==> src/hw/rtl/plc_area_memory_access_macros.svh <==
// Assertion helpers for the process image store.
`ifndef PLC_AREA_MEMORY_ACCESS_MACROS_SVH
`define PLC_AREA_MEMORY_ACCESS_MACROS_SVH

// Property that must hold at every clock edge out of reset.
`define PAM_ASSERT_ALWAYS(lbl, prop, msg) \
  lbl: assert property (@(posedge clk_i) disable iff (!rst_ni) (prop)) else $error(msg);

// Antecedent in one cycle implies consequent in the next.
`define PAM_ASSERT_NEXT(lbl, ante, cons, msg) \
  lbl: assert property (@(posedge clk_i) disable iff (!rst_ni) (ante) |=> (cons)) \
    else $error(msg);

`endif

==> src/hw/rtl/pam_pkg.sv <==
package pam_pkg;

  // Width of pool addresses and layout sums (covers pools up to 2^24 bytes).
  localparam int unsigned SUM_W  = 24;
  localparam int unsigned SIZE_W = 13;
  localparam int unsigned PROD_W = 21;

  localparam logic [2:0] CFG_INPUT_BYTES  = 3'd0;
  localparam logic [2:0] CFG_OUTPUT_BYTES = 3'd1;
  localparam logic [2:0] CFG_MARKER_BYTES = 3'd2;
  localparam logic [2:0] CFG_BLOCK_COUNT  = 3'd3;
  localparam logic [2:0] CFG_BLOCK_BYTES  = 3'd4;

  localparam logic [1:0] AREA_INPUT  = 2'd0;
  localparam logic [1:0] AREA_OUTPUT = 2'd1;
  localparam logic [1:0] AREA_MARKER = 2'd2;
  localparam logic [1:0] AREA_BLOCK  = 2'd3;

  localparam logic [1:0] WIDTH_BIT   = 2'd0;
  localparam logic [1:0] WIDTH_BYTE  = 2'd1;
  localparam logic [1:0] WIDTH_WORD  = 2'd2;
  localparam logic [1:0] WIDTH_DWORD = 2'd3;

  localparam logic CMD_READ  = 1'b0;
  localparam logic CMD_WRITE = 1'b1;

  typedef struct packed {
    logic [SIZE_W-1:0] input_bytes;
    logic [SIZE_W-1:0] output_bytes;
    logic [SIZE_W-1:0] marker_bytes;
    logic [7:0]        block_count;
    logic [SIZE_W-1:0] block_bytes;
  } pam_cfg_t;

  typedef struct packed {
    logic             ok;
    logic [SUM_W-1:0] addr;
  } pam_loc_t;

  // Access length in bytes; a bit access touches one byte.
  function automatic logic [2:0] pam_len(input logic [1:0] width);
    logic [2:0] len;
    unique case (width)
      WIDTH_BIT:   len = 3'd1;
      WIDTH_BYTE:  len = 3'd1;
      WIDTH_WORD:  len = 3'd2;
      WIDTH_DWORD: len = 3'd4;
      default:     len = 3'd1;
    endcase
    return len;
  endfunction

endpackage

==> src/hw/rtl/pam_locate.sv <==
module pam_locate #(
  parameter int unsigned POOL_BYTES = 4096
) (
  input  logic               clk_i,
  input  pam_pkg::pam_cfg_t  cfg_i,
  input  logic [1:0]         area_i,
  input  logic [7:0]         block_i,
  input  logic [11:0]        offset_i,
  input  logic [1:0]         width_i,
  output pam_pkg::pam_loc_t  loc_o
);

  localparam int unsigned SW = pam_pkg::SUM_W;

  logic [SW-1:0]              base_d, base_q;
  logic [pam_pkg::SIZE_W-1:0] size_d, size_q;
  logic                       bad_d, bad_q;
  logic [SW-1:0]              sum_io, sum_iom;
  logic [pam_pkg::PROD_W-1:0] blk_prod;
  logic [7:0]                 blk_idx;

  // First step: area base and size from the layout.
  always_comb begin
    sum_io   = SW'(cfg_i.input_bytes) + SW'(cfg_i.output_bytes);
    sum_iom  = sum_io + SW'(cfg_i.marker_bytes);
    blk_idx  = block_i - 8'd1;
    blk_prod = pam_pkg::PROD_W'(blk_idx) * pam_pkg::PROD_W'(cfg_i.block_bytes);
    bad_d    = 1'b0;
    unique case (area_i)
      pam_pkg::AREA_INPUT: begin
        base_d = '0;
        size_d = cfg_i.input_bytes;
      end
      pam_pkg::AREA_OUTPUT: begin
        base_d = SW'(cfg_i.input_bytes);
        size_d = cfg_i.output_bytes;
      end
      pam_pkg::AREA_MARKER: begin
        base_d = sum_io;
        size_d = cfg_i.marker_bytes;
      end
      default: begin
        base_d = sum_iom + SW'(blk_prod);
        size_d = cfg_i.block_bytes;
        bad_d  = (block_i == 8'd0) || (block_i > cfg_i.block_count);
      end
    endcase
  end

  always_ff @(posedge clk_i) begin
    base_q <= base_d;
    size_q <= size_d;
    bad_q  <= bad_d;
  end

  logic [2:0]                 len;
  logic [pam_pkg::SIZE_W-1:0] area_end;
  logic [SW-1:0]              pool_end;

  // Second step: bounds against the area and the pool.
  always_comb begin
    len        = pam_pkg::pam_len(width_i);
    area_end   = pam_pkg::SIZE_W'(offset_i) + pam_pkg::SIZE_W'(len);
    pool_end   = base_q + SW'(offset_i) + SW'(len);
    loc_o.ok   = !bad_q && (area_end <= size_q) && (pool_end <= SW'(POOL_BYTES));
    loc_o.addr = base_q + SW'(offset_i);
  end

endmodule

==> config.mk <==
export PLATFORM = sky130hd
export DESIGN_NAME = pam_locate
export DESIGN_NICKNAME = d
export VERILOG_FILES = /design/src/hw/rtl/plc_area_memory_access_macros.svh /design/src/hw/rtl/pam_pkg.sv /design/src/hw/rtl/pam_locate.sv
export SDC_FILE = /design/constraint.sdc
export NUM_CORES = 1
export LEC_CHECK = 0
export BUFFER_PORTS_ARGS = -buffer_cell sky130_fd_sc_hd__buf_2
export CELL_PAD_IN_SITES_DETAIL_PLACEMENT = 1
export CELL_PAD_IN_SITES_GLOBAL_PLACEMENT = 1
export CORE_ASPECT_RATIO = 0.5
export CORE_MARGIN = 5
export CORE_UTILIZATION = 46
export DETAILED_ROUTE_END_ITERATION = 10
export HOLD_SLACK_MARGIN = 0.02
export PLACE_DENSITY_LB_ADDON = 0.1
export REMOVE_ABC_BUFFERS = 1
export SLEW_MARGIN = 20
export SYNTH_ARGS = -nofsm -noshare
export SYNTH_HDL_FRONTEND = slang
export SYNTH_SLANG_ARGS = --single-unit
==> constraint.sdc <==
create_clock -name clk_i -period 8.5 [get_ports clk_i]
set_input_delay 0.85 -clock clk_i [delete_from_list [all_inputs] [get_ports clk_i]]
set_output_delay 0.85 -clock clk_i [all_outputs]
set_load 0.005 [all_outputs]
==> summary.txt <==
FINAL LAYOUT
--------------------------------------------------------------------------------
Post-synthesis to final-layout area growth ........................        11.2%
Post-route design area ............................................ 0.00939 mm^2
Number of nets in the final layout ................................        1,359
Share of the core filled with cells in the final layout ...........        51.5%
Diodes inserted ...................................................            0
Layout cells sized above 1 ........................................        16.7%

FLOORPLANNING
--------------------------------------------------------------------------------
Die X .............................................................       202 um
Core Region .......................................................  0.0182 mm^2
Initial Utilization ...............................................        46.3%
Placement row count ...............................................           35
IO Pins ...........................................................          110
Height of the die .................................................       106 um
Total Die Area ....................................................  0.0213 mm^2

CLOCK NETWORK
--------------------------------------------------------------------------------
TritonCTS Sinks ...................................................           36
Largest buffer count on any clock path ............................            2
Clock transition at the registers of the reported paths ...........      0.06 ns
Cts-stage hold buffer count .......................................            0
Number of setup buffers added after CTS ...........................            0
Clock buffer count from CTS .......................................            5
CTS-repair resized insts ..........................................            0
Depth of the CTS H-tree ...........................................            2
Clk root buf ......................................................    clkbuf_16
TritonCTS clock tree ..............................................          yes

DETAILED ROUTING
--------------------------------------------------------------------------------
Per-cell routed wire length .......................................      18.8 um
Pre-antenna DRT Iters .............................................            4
Sum of routed wire length over all layers .........................    24,600 um
Iter 0 DRT Violations .............................................          324
Via count .........................................................        7,107
Number of antenna-violating nets in the routed design .............            0
Routed vias/inst ..................................................         5.43
DRC violation count after routing .................................            0

SYNTHESIS
--------------------------------------------------------------------------------
Total standard cell area after synthesis .......................... 0.00844 mm^2
Post-synthesis cell type with the largest combined area ...........         fa_1
Library cells used by synthesis ...................................           82
Number of instances in the synthesized netlist ....................          970
Sequential element share of the synthesized area ..................        8.54%
Number of register bits inferred by synthesis .....................           36
Fraction of registers with async set/reset ........................           0%
Count of flip-flops with a built-in enable after synthesis ........            0
Synthesis warning total ...........................................            0
Ranking of synthesized cells by instance count .................... inv_1, ha_1, fa_1, nand2_1, a21oi_1
Main area contributors after synthesis ............................ fa_1, ha_1, dfxtp_1, inv_1, mux4_2
Main flop type after synthesis ....................................      dfxtp_1
Area share of the leading cell type in the synthesized netlist ....        22.5%
Library cell with the highest instance count after synthesis ......        inv_1
Per-instance average area after synthesis .........................    8.70 um^2

SETUP PATH
--------------------------------------------------------------------------------
Critical path endpoint category ...................................    flip-flop
Path type of the worst setup path .................................       in2reg
Arrival time at the worst endpoint ................................      7.63 ns
Critical path launch point type ...................................   input port
Worst-path maximum fanout .........................................           16
Required time worst endpoint ......................................      8.70 ns

PWR
--------------------------------------------------------------------------------
Sw Share ..........................................................        52.3%
Net switching power ...............................................      1.70 mW
Combinational cell fraction of total power ........................        85.6%
Seq pwr share .....................................................         8.1%
Fraction of power consumed by the clock network ...................         6.2%
Power Internal ....................................................      1.55 mW
Total power divided by cell area ..................................  347 mW/mm^2
VDD IR max ........................................................   0.000222 V
Leakage dissipation ...............................................      4.74 nW

TIMING
--------------------------------------------------------------------------------
Final critical-path share of the clock period .....................        87.4%
RSZ-0062 raised after global routing ..............................        false
Minimum period implied by the final worst setup slack .............      7.43 ns
Maximum clock frequency ...........................................      135 MHz
Number of pins exceeding their max-slew limit in the final report .            0
Slew HR ...........................................................        30.4%
Final setup violating endpoints ...................................            0
Slew at the pin closest to its max-slew limit .....................      1.04 ns
Final hold violation count ........................................            0
Setup Total Neg Slack .............................................         0 ns

PLACED DESIGN
--------------------------------------------------------------------------------
Final RePlAce weighted congestion .................................        0.826
Post-Place Cell Area .............................................. 0.00923 mm^2
Quantity of I/O buffers inserted on ports .........................          108
Sum of net half-perimeters after detailed placement ...............    21,800 um

GLOBAL ROUTE
--------------------------------------------------------------------------------
Total global-route track usage ....................................        23.5%
Final global-route overflow total .................................            0
Antenna violations before repair ..................................            0
Number of global-route vias before repair .........................        7,590
Global-route wire length before repair ............................    40,400 um
Maximum number of pins on one net before global-route repair ......           36

WORST HOLD PATH
--------------------------------------------------------------------------------
Min-Delay Path Class ..............................................       in2reg

OUTCOME
--------------------------------------------------------------------------------
Status ............................................................    completed

FLOW RUN
--------------------------------------------------------------------------------
Max capacitance violation total ...................................            0

## placed cells by master, fill, tap and decap left out, drive strengths merged, types with 23 or more instances in the layout
master  instances
o21ai          30
and2           37
nand2b         28
a21oi          44
xnor2          35
nor2b          28
buf           114
nor2           38
inv           176
nand3          23
dfxtp          36
xor2           25
nand2          71
fa             95
ha            111
## stage by stage
stage | power (mW) | setup slack [ns] | cells | hold WS [ns]
6_report | 3.25 | 1.07 | 1309 | 0.837
4_1_cts | 3.27 | 1.03 | 1309 | 0.831
3_3_place_gp | 2.91 | 0.952 | 1301 | 1.11
3_5_place_dp | 3.04 | 0.747 | 1301 | 1.11
2_1_floorplan | 2.33 | 1.70 | 947 | 0.952
5_1_grt | 3.65 | 0.533 | 1309 | 0.835
## per-layer routing
| layer | vias to the layer above | share of wire, % | track usage [%] |
|---|---|---|---|
| li1 | 3405 | - | - |
| met1 | 3557 | 49 | 33.8 |
| met2 | 133 | 46 | 38.9 |
| met3 | 12 | 4.4 | 3.23 |
| met4 | 0 | 0.59 | 2.53 |
| met5 | - | 0 | 0 |
## logic make-up (layout without fill, tap and decap cells)
group / count (synthesis) / in the layout / synth area share [%]
AND/OR/NAND/NOR: 290 / 290 / 19.1
adder cells (fa/ha/maj): 206 / 206 / 39.0
buffers and inverters: 200 / 299 / 9.09
AO/OA/AOI/OAI: 154 / 154 / 12.9
XOR/XNOR: 60 / 60 / 6.58
flip-flops: 36 / 36 / 8.54
multiplexers: 23 / 23 / 4.76
other: 1 / 1 / 0.0444
## worst max-delay path, stage by stage
cell     delay (ns)
buf_2          0.11
inv_1          0.25
ha_1           0.33
inv_1          0.09
nor3_1         0.06
xnor2_1        0.77
nor2b_1        0.16
fa_1           0.57
inv_1          0.05
fa_1           0.47
inv_1          0.05
fa_1           0.50
fa_1           0.54
inv_1          0.05
fa_1           0.52
inv_1          0.04
ha_1           0.23
or3b_2         0.48
o21ai_0        0.11
nor3_1         0.09
or2_2          0.32
a41oi_1        0.29
a21o_1         0.23
o21ai_0        0.13
and3_1         0.20
nor3_1         0.12
## registers in the layout, summed over array words and instances (netlist names)
signal / flops
bad_q: 1
base_q: 22
size_q: 13
## cell type report
type	count	area (um^2)
Clock buffer	6	129
Tap cell	240	300
Multi-Input combinational cell	734	6950
Clock inverter	2	35.0
Timing Repair Buffer	114	586
Inverter	177	666
Fill cell	2211	8830
Sequential cell	36	721
## power by group through the flow
stage,Sequential [mW],Clock [mW],Combinational [mW]
floorplan,0.245,0,2.09
global placement,0.264,0,2.65
detailed placement,0.267,0,2.77
CTS,0.264,0.206,2.80
global route,0.269,0.214,3.17
finish,0.265,0.203,2.79
## final timing paths
path,start,to,depth (start not counted)
worst min-delay path,cfg_i[53],base_q[6]$_DFF_P_,2
worst max-delay path,block_i[0],base_q[20]$_DFF_P_,26
No activity file was read; power rests on OpenSTA's default activity.
